<file path="src/pic_pkg.sv">
// ----------------------------------------------------------------------------
// pic_pkg: shared types, command constants and helpers
// Beat formats, action codes, command byte flags and the priority search.
// ----------------------------------------------------------------------------
package pic_pkg;

    typedef enum logic [1:0] {
        ACT_READ  = 2'd0,
        ACT_WRITE = 2'd1,
        ACT_RAISE = 2'd2,
        ACT_ACK   = 2'd3
    } action_t;

    // Initialization word sequence positions
    localparam logic [2:0] STEP_ICW1 = 3'd1;
    localparam logic [2:0] STEP_ICW2 = 3'd2;
    localparam logic [2:0] STEP_ICW3 = 3'd3;
    localparam logic [2:0] STEP_ICW4 = 3'd4;
    localparam logic [2:0] STEP_DONE = 3'd5;

    // Command byte decode
    localparam logic [7:0] ICW1_FLAG = 8'h10;
    localparam logic [7:0] OCW3_MASK = 8'h98;
    localparam logic [7:0] OCW3_CODE = 8'h08;
    localparam logic [7:0] EOI_FLAG  = 8'h20;

    localparam int SNGL_BIT = 1;  // ICW1 single mode
    localparam int AEOI_BIT = 1;  // ICW4 auto end of interrupt
    localparam int RR_BIT   = 1;  // OCW3 read register enable
    localparam int RIS_BIT  = 0;  // OCW3 read in-service select

    typedef struct packed {
        action_t    action;
        logic       port_select;
        logic [7:0] write_data;
        logic [2:0] irq_line;
    } item_t;

    typedef struct packed {
        logic [7:0] read_data;
        logic       vector_valid;
        logic [7:0] vector;
    } result_t;

    typedef struct packed {
        logic       found;
        logic [2:0] idx;
    } prio_t;

    // Lowest set bit wins
    function automatic prio_t lowest_set(input logic [7:0] bits);
        prio_t p;
        p.found = 1'b0;
        p.idx   = 3'd0;
        for (int i = 7; i >= 0; i--) begin
            if (bits[i]) begin
                p.found = 1'b1;
                p.idx   = 3'(i);
            end
        end
        return p;
    endfunction

endpackage

</file>
<file path="src/pic_core.sv">
// ----------------------------------------------------------------------------
// pic_core: controller state and single-pass beat decode
// Computes the result for the held beat and updates state when it retires.
// ----------------------------------------------------------------------------
module pic_core (
    input  logic              clk,
    input  logic              rst_n,
    input  logic              fire,
    input  pic_pkg::item_t    item,
    output pic_pkg::result_t  result
);
    import pic_pkg::*;

    logic [7:0] mask_bits_reg,       mask_bits_next;
    logic [7:0] request_bits_reg,    request_bits_next;
    logic [7:0] in_service_bits_reg, in_service_bits_next;
    logic [2:0] init_word_step_reg,  init_word_step_next;
    logic       read_service_reg,    read_service_next;
    logic [7:0] icw1_reg,            icw1_next;
    logic [7:0] icw2_reg,            icw2_next;
    logic [7:0] icw4_reg,            icw4_next;

    always_comb begin
        prio_t      eoi_pick;
        prio_t      ack_pick;
        logic [2:0] step_eff;

        mask_bits_next       = mask_bits_reg;
        request_bits_next    = request_bits_reg;
        in_service_bits_next = in_service_bits_reg;
        init_word_step_next  = init_word_step_reg;
        read_service_next    = read_service_reg;
        icw1_next            = icw1_reg;
        icw2_next            = icw2_reg;
        icw4_next            = icw4_reg;
        result               = '0;

        eoi_pick = lowest_set(in_service_bits_reg);
        ack_pick = lowest_set(request_bits_reg & ~mask_bits_reg & ~in_service_bits_reg);
        step_eff = (init_word_step_reg == STEP_ICW3 && icw1_reg[SNGL_BIT])
                 ? STEP_ICW4 : init_word_step_reg;

        unique case (item.action)
            ACT_READ: begin
                if (!item.port_select)
                    result.read_data = read_service_reg ? in_service_bits_reg
                                                        : request_bits_reg;
                else
                    result.read_data = mask_bits_reg;
            end
            ACT_WRITE: begin
                if (!item.port_select) begin
                    if ((item.write_data & ICW1_FLAG) != 8'd0) begin
                        // restart initialization
                        mask_bits_next      = 8'd0;
                        icw1_next           = item.write_data;
                        init_word_step_next = STEP_ICW2;
                    end else begin
                        if ((item.write_data & OCW3_MASK) == OCW3_CODE
                            && item.write_data[RR_BIT])
                            read_service_next = item.write_data[RIS_BIT];
                        if ((item.write_data & EOI_FLAG) != 8'd0 && eoi_pick.found)
                            in_service_bits_next = in_service_bits_reg
                                                 & ~(8'd1 << eoi_pick.idx);
                    end
                end else if (step_eff < STEP_DONE) begin
                    unique case (step_eff)
                        STEP_ICW1: icw1_next = item.write_data;
                        STEP_ICW2: icw2_next = item.write_data;
                        STEP_ICW4: icw4_next = item.write_data;
                        default:   ;  // ICW0 and ICW3 carry no behavior here
                    endcase
                    init_word_step_next = step_eff + 3'd1;
                end else begin
                    mask_bits_next = item.write_data;
                end
            end
            ACT_RAISE: begin
                request_bits_next = request_bits_reg | (8'd1 << item.irq_line);
            end
            ACT_ACK: begin
                if (ack_pick.found) begin
                    request_bits_next = request_bits_reg & ~(8'd1 << ack_pick.idx);
                    if (!icw4_reg[AEOI_BIT])
                        in_service_bits_next = in_service_bits_reg
                                             | (8'd1 << ack_pick.idx);
                    result.vector_valid = 1'b1;
                    result.vector       = icw2_reg + {5'd0, ack_pick.idx};
                end
            end
            default: ;
        endcase
    end

    always_ff @(posedge clk or negedge rst_n) begin
        if (!rst_n) begin
            mask_bits_reg       <= '0;
            request_bits_reg    <= '0;
            in_service_bits_reg <= '0;
            init_word_step_reg  <= '0;
            read_service_reg    <= 1'b0;
            icw1_reg            <= '0;
            icw2_reg            <= '0;
            icw4_reg            <= '0;
        end else if (fire) begin
            mask_bits_reg       <= mask_bits_next;
            request_bits_reg    <= request_bits_next;
            in_service_bits_reg <= in_service_bits_next;
            init_word_step_reg  <= init_word_step_next;
            read_service_reg    <= read_service_next;
            icw1_reg            <= icw1_next;
            icw2_reg            <= icw2_next;
            icw4_reg            <= icw4_next;
        end
    end

    a_step_bound: assert property (@(posedge clk) disable iff (!rst_n)
        init_word_step_reg <= STEP_DONE)
        else $error("init word step out of range");

    a_vector_only_on_ack: assert property (@(posedge clk) disable iff (!rst_n)
        result.vector_valid |-> item.action == ACT_ACK)
        else $error("vector reported outside acknowledge");

    a_raise_sets_request: assert property (@(posedge clk) disable iff (!rst_n)
        fire && item.action == ACT_RAISE |=> request_bits_reg[$past(item.irq_line)])
        else $error("raised line not latched");

    a_ack_enters_service: assert property (@(posedge clk) disable iff (!rst_n)
        fire && result.vector_valid && !icw4_reg[AEOI_BIT]
        |=> in_service_bits_reg != 8'd0)
        else $error("acknowledged line not in service");

endmodule

</file>
<file path="src/pic_interrupt_controller_top.sv">
// ----------------------------------------------------------------------------
// pic_interrupt_controller_top: 8259-style interrupt controller
// Path: input stage register, one decode pass, then result stage register.
// Throughput: 1 beat per cycle while out_ready keeps the result stage draining.
// Reset: asynchronous active low; clears mask, request, in-service, ICW step,
// read select and the stored init words; both stages come up empty.
// ----------------------------------------------------------------------------
module pic_interrupt_controller_top (
    input  logic       clk,
    input  logic       rst_n,
    input  logic       in_valid,
    output logic       in_ready,
    input  logic [1:0] action,
    input  logic       port_select,
    input  logic [7:0] write_data,
    input  logic [2:0] irq_line,
    output logic       out_valid,
    input  logic       out_ready,
    output logic [7:0] read_data,
    output logic       vector_valid,
    output logic [7:0] vector
);
    import pic_pkg::*;

    // Input stage: holds one beat waiting for the decode pass
    logic    in_full_reg;
    item_t   item_reg;

    // Result stage: holds one finished beat for the consumer
    logic    out_full_reg;
    result_t result_reg;

    result_t result_comb;
    logic    advance;

    // Advance the held beat into the result register whenever that register
    // is empty or being drained this cycle.
    assign advance  = in_full_reg && (!out_full_reg || out_ready);
    // Take a new beat whenever the input stage empties this cycle.
    assign in_ready = !in_full_reg || advance;

    always_ff @(posedge clk or negedge rst_n) begin
        if (!rst_n) begin
            in_full_reg  <= 1'b0;
            out_full_reg <= 1'b0;
        end else begin
            if (in_ready)
                in_full_reg <= in_valid;
            if (advance)
                out_full_reg <= 1'b1;
            else if (out_ready)
                out_full_reg <= 1'b0;
        end
    end

    // Payload registers: no reset needed
    always_ff @(posedge clk) begin
        if (in_valid && in_ready) begin
            item_reg.action      <= action_t'(action);
            item_reg.port_select <= port_select;
            item_reg.write_data  <= write_data;
            item_reg.irq_line    <= irq_line;
        end
        if (advance)
            result_reg <= result_comb;
    end

    // State and decode; state commits when the beat advances
    pic_core u_core (
        .clk    (clk),
        .rst_n  (rst_n),
        .fire   (advance),
        .item   (item_reg),
        .result (result_comb)
    );

    assign out_valid    = out_full_reg;
    assign read_data    = result_reg.read_data;
    assign vector_valid = result_reg.vector_valid;
    assign vector       = result_reg.vector;

endmodule

</file>
<file path="config.mk">
export PLATFORM = sky130hd
export DESIGN_NAME = pic_interrupt_controller_top
export DESIGN_NICKNAME = d
export VERILOG_FILES = /design/src/pic_pkg.sv /design/src/pic_core.sv /design/src/pic_interrupt_controller_top.sv
export SDC_FILE = /design/constraint.sdc
export NUM_CORES = 1
export LEC_CHECK = 0
export BUFFER_PORTS_ARGS = -buffer_cell sky130_fd_sc_hd__buf_2
export CORE_AREA = 4 4 83 85
export DETAILED_ROUTE_END_ITERATION = 6
export DIE_AREA = 0 0 87 89
export PLACE_DENSITY_LB_ADDON = 0.3
export SLEW_MARGIN = 5
export SYNTH_ARGS = -nofsm -noshare
export SYNTH_HDL_FRONTEND = slang
export SYNTH_SLANG_ARGS = --single-unit
</file>
<file path="constraint.sdc">
create_clock -name clk -period 3.9 [get_ports clk]
set_input_delay 0.78 -clock clk [delete_from_list [all_inputs] [get_ports clk]]
set_output_delay 0.78 -clock clk [all_outputs]
set_load 0.02 [all_outputs]
</file>
# Word level (Yosys, flattened, before mapping)
# Cells that the tools add are included.
# W data, S select, Z words.
[totals]
regBits = 73
latchBits = 0
mem_bits_rw = 0
mem_bits_ro = 0
wordCells = 114
mem_count = 0
[classes]
add_sub_neg = 2
mul = 0
n_div = 0
n_lt_le_gt_ge = 1
n_eq_ne = 16
shifts = 3
n_mux = 40
n_bitwise = 12
n_reduce_logical = 23
[ops]
columns = ["operator", "n"]
rows = [
  ["$mux W8", 11],
  ["$mux W4", 16],
  ["$and A8 B8 Y8", 4],
  ["$not A8 Y8", 4],
  ["$pmux W8 S2", 2],
  ["$shl A1 B3 Y8 const A", 3],
  ["$reduce_and A5 Y1", 4],
  ["$or A8 B8 Y8", 2],
  ["$mux W3", 4],
  ["$mux W9", 1],
  ["$add A8 B3 Y8", 1],
  ["$mux W2", 4],
  ["$ne A2 B1 Y1 const B", 4],
  ["$ne A2 B2 Y1 const B", 4],
  ["$reduce_and A4 Y1", 2],
  ["$reduce_bool A2 Y1", 4],
  ["$reduce_and A7 Y1", 1],
  ["$eq A3 B1 Y1 const B", 2],
  ["$eq A3 B2 Y1 const B", 2],
  ["$logic_and A1 B1 Y1", 5],
  ["$eq A2 B2 Y1 const B", 2],
  ["$add A3 B1 Y3 const B", 1],
  ["$eq A3 B3 Y1 const B", 1],
  ["$lt A3 B3 Y1 const B", 1],
  ["other kinds (8)", 12],
]

# Logic depth before layout (Yosys ltp)
[depth]
ltp_word = 16
mapped_depth = 10
depth_no_buf = 10

# Hierarchy
# A second synthesis with hierarchy kept.
[hier_totals]
hier_cells = 282
hier_area_um2 = 3308.2
[modules_own_cells]
columns = ["mod", "n_inst", "cells_each", "area_per_inst_um2", "seq_area_each_um2"]
rows = [
  ["pic_core", 1, 243, 2273.4, 950.9],
  ["pic_interrupt_controller_top", 1, 39, 1034.7, 980.9],
]

# Least setup slack after synthesis
# No wires, ideal clock.
[synth_path]
path_type = "reg-to-reg"
start = "reg u_core.mask_bits_reg[6]"
end = "reg result_reg (netlist bit vector[3]) (data pin)"
setup_ps = 149
arrival_time_ps = 2613
required_ps = 3751
slack_ps = 1138
stages_incl_launch_ff = 10
synth_period_minus_slack_ps = 2762
cell_sequence = "dfrtp_1 > or3b_4 > a31oi_1 > o21ai_0 > a31o_2 > ha_1 > a211oi_1 > nor3_1 > or4_1 > a21oi_1"
[synth_between]
elab_chain_cells = 11
elab_cells_between_ends = 12
[synth_lines]
columns = ["element", "line_no", "source"]
rows = [
  ["from (decl)", "pic_core.sv:14", "logic [7:0] mask_bits_reg, mask_bits_next;"],
  ["from (signal assigned)", "pic_core.sv:106", "mask_bits_reg <= mask_bits_next;"],
  ["$not A8 Y8 *", "pic_core.sv:39", "ack_pick = lowest_set(request_bits_reg & ~mask_bits_reg & ~in_service_bits_reg);"],
  ["$and A8 B8 Y8 * (2 in series)", "pic_core.sv:39", ""],
  ["$mux W4 * (7 in series)", "pic_pkg.sv:56", "if (bits[i]) begin"],
  ["$add A8 B3 Y8 / $reduce_and A2 Y1 (equally long branches)", "n/a", ""],
  ["to (signal assigned)", "pic_interrupt_controller_top.sv:65", "result_reg <= result_comb;"],
  ["to (decl)", "pic_interrupt_controller_top.sv:31", "result_t result_reg;"],
]
# Mark *: on every way between the ends. The rest lies on a longest branch, timed or not.
# A chain may end at the register's enable or synchronous reset.

# Final worst setup path
[layout_path]
start = "reg u_core.in_service_bits_reg[6]"
end = "reg result_reg (netlist bit vector[3]) (data pin)"
[layout_between]
elab_chain_cells = 10
elab_cells_between_ends = 11
[layout_lines]
columns = ["element", "line_no", "source"]
rows = [
  ["from (decl)", "pic_core.sv:16", "logic [7:0] in_service_bits_reg, in_service_bits_next;"],
  ["from (signal assigned)", "pic_core.sv:108", "in_service_bits_reg <= in_service_bits_next;"],
  ["$not A8 Y8 *", "pic_core.sv:39", ""],
  ["$and A8 B8 Y8 *", "pic_core.sv:39", ""],
  ["$mux W4 * (7 in series)", "pic_pkg.sv:56", ""],
  ["$add A8 B3 Y8 / $reduce_and A2 Y1 (equally long branches)", "n/a", ""],
]
# Marks and branches as above.

==> impl_metrics.toml <==
[routing]
wl_per_cell_um = 18.6
final_antenna_net_count = 0
via_count = 2693
via_per_inst = 6.15
dr.pass1.iters = 5
wirelength_um = 8150
drt_iter0_drc = 179
drc = 0

[setup_path]
ff2ff_setup_slack_ns = 0.88
timing.rr.start = "u_core.in_service_bits_reg[6]$_DFFE_PN0P_"
r2r-end = "vector[3]$_SDFFCE_PN0P_"
required_ns = 4.11
r2r_cells = 9
start_kind = "flop"
crit_type = "reg2reg"
crit_fanout = 6
crit_arrival_ns = 3.23
endpoint_kind = "flop"

[grt]
grt_util_met2 = 0.349
grt_use_total = 0.227
antenna_found_initial = 0
grt_util_met3 = 0.0461
top_usage_layer = "met2"
grt_max_degree = 41
grt_pass1_wl_um = 13100
use_met1 = 0.316
grt_overflow = 0
grt_pass1_vias = 2538

[clocking]
htree_levels = 3
cts_buffers = 9
cts.sinks = 71
cts_root_buffer = "clkbuf_8"
cts_hold_buf = 0
clk_pin_slew_ns = 0.09
cts_tree = "done"
cts_resized = 0
post_cts_buffers = 0
clk_latency_ns = 0.35
clockBufferDepth = 2

[timing]
fin_crit_ns = 3.02
finalSetupTns_ns = 0
max_freq_mhz = 331
setup_violations = 0
maxSlewHeadroom = 0.402
period_share = 0.774
slew_violations = 0
worst_slew_pin_slew_ns = 0.896
rsz0062_at_grt = "no"
finalHoldViolCount = 0
finClkSkew_ns = 0.0163

[hold_path]
hold_end = "u_core.mask_bits_reg[2]$_DFFE_PN0P_"
hold_depth = 1
hold_class = "reg2reg"
worstHoldStart = "item_reg[5]$_DFFE_PP_"

[outcome]
status = "finished clean"

[pwr]
p_int_mw = 1.89
p_leak_nw = 1.65
seqPwrFrac = 0.384
pwr_density_cell_nw_per_um2 = 779
p_sw_mw = 1.25
ir_drop_v = 0.000438
switching_share = 0.398
clkPwrFrac = 0.212
comb_power_share = 0.403

[finish]
mostFrequentLayoutCell = "dfrtp_1"
num_antenna_cells = 0
layout_common_cells = "40 x dfrtp_1, 36 x buf_2, 31 x edfxtp_1"
drive_above_1_share = 0.238
nNetsFinal = 380
area_growth_pct = 13.3
largest_reg_flops = 14
stdcell_area_um2 = 4030

[placed_design]
hpwl_um = 5850
placed_area_um2 = 3800
port_buffers = 36
place_congestion = 0.913

[synthesis]
synth.distinct_cells = 56
async_flop_share = 0.563
syn_nets = 341
ys_seq_area_frac = 0.544
ys_ff_latch = 71
synth_edf_count = 31
synthFlopType = "dfrtp_1"
synth_area_per_cell_um2 = 11.2
synth_cells = 317
netlist_area_um2 = 3550
yosys_warnings = 0

[floorplan]
die_w_um = 87
rows = 29
dieArea_um2 = 7740
initial_core_util = 0.573
fp.dieH_um = 89
core_area_um2 = 6200
io_pins = 37

[flow_run]
maxCapViolations = 0
==> metal layers <==
metal	wire, um	part of all wire
met1	3480	0.43
met2	3670	0.45
met3	722	0.089
met4	283	0.035
met5	0	0
==> kinds of logic (layout without fill, tap and decap cells) <==
logic type,after synthesis,after routing,share of synthesized area
AOI/OAI and AO/OA,84,84,0.164
xor gates and xnor gates,4,4,0.00986
adders and majority gates,6,6,0.0211
buffers and inverters,21,65,0.0225
DFF,71,71,0.544
muxes,21,21,0.0637
and+or+nand+nor,110,110,0.175
==> area by class of cell <==
class                           count  area [um2]
Tap cell                           77        96.3
Inverter                           12        45.0
Clock buffer                       11         141
Fill cell                         496        2180
Clock inverter                      5        81.3
Timing Repair Buffer               37         188
Sequential cell                    71        1930
Multi-Input combinational cell    225        1540
==> per-stage QoR <==
step / total power [mW] / hold WS (ns) / utilization / cells / setup slack (ns)
finish: 3.14 / 0.507 / 0.649 / 438 / 0.882
global route: 3.32 / 0.530 / 0.649 / 438 / 0.636
CTS: 3.10 / 0.506 / 0.649 / 438 / 0.905
detailed placement: 2.44 / 0.488 / 0.613 / 422 / 0.911
global placement: 2.41 / 0.479 / 0.613 / 422 / 1.04
floorplan: 2.12 / 0.464 / - / 317 / 1.14
==> power groups by stage <==
| stage | registers, mW | clock network, mW | logic (mW) |
|---|---|---|---|
| floorplan | 1.16 | 0 | 0.956 |
| global placement | 1.20 | 0 | 1.21 |
| detailed placement | 1.21 | 0 | 1.23 |
| CTS | 1.19 | 0.670 | 1.24 |
| global route | 1.23 | 0.712 | 1.38 |
| finish | 1.21 | 0.666 | 1.26 |
==> worst max-delay path, cell delays in order (launching register included) <==
cell      delay, ns
dfrtp_1        0.43
or3b_4         0.42
a31oi_1        0.17
o21ai_0        0.10
a31o_2         0.33
ha_1           0.26
a211oi_1       0.41
nor3_1         0.14
or4_1          0.48
a21oi_1        0.14
==> how the worst max path moves through the flow <==
stage / cells past startpoint / slack, ns / from / end
floorplan: 9 / 1.14 / u_core.mask_bits_reg[6]$_DFFE_PN0P_ / vector[3]$_SDFFCE_PN0P_
global placement: 9 / 1.04 / u_core.in_service_bits_reg[6]$_DFFE_PN0P_ / vector[3]$_SDFFCE_PN0P_
detailed placement: 9 / 0.91 / u_core.in_service_bits_reg[6]$_DFFE_PN0P_ / vector[3]$_SDFFCE_PN0P_
CTS: 9 / 0.90 / u_core.mask_bits_reg[6]$_DFFE_PN0P_ / vector[3]$_SDFFCE_PN0P_
global route: 9 / 0.64 / u_core.mask_bits_reg[6]$_DFFE_PN0P_ / vector[5]$_SDFFCE_PN0P_
finish: 9 / 0.88 / u_core.in_service_bits_reg[6]$_DFFE_PN0P_ / vector[3]$_SDFFCE_PN0P_
==> synth_stat cells (2+ instances only) <==
master / n / area [um2]
dfrtp_1: 40 / 1000
edfxtp_1: 31 / 931
a21oi_1: 29 / 145
nor2_1: 25 / 93.8
nand2_1: 23 / 86.3
mux2_2: 13 / 146
inv_1: 12 / 45.0
o21ai_0: 12 / 60.1
a22o_1: 11 / 96.3
a31oi_1: 10 / 62.6
mux2i_1: 8 / 80.1
nand3_1: 8 / 40.0
clkbuf_1: 7 / 26.3
nand2b_1: 7 / 43.8
ha_1: 6 / 75.1
nor2b_1: 6 / 37.5
nor3_1: 6 / 30.0
and2_1: 4 / 25.0
nor4_1: 4 / 25.0
xnor2_1: 4 / 35.0
a211oi_1: 3 / 22.5
o21a_1: 3 / 22.5
o31ai_1: 3 / 22.5
or3b_1: 3 / 26.3
or3b_4: 3 / 33.8
a31o_2: 2 / 17.5
and3_1: 2 / 12.5
nor3b_2: 2 / 25.0
o211ai_1: 2 / 15.0
or4_1: 2 / 15.0
No activity file was read; power rests on OpenSTA's default activity.
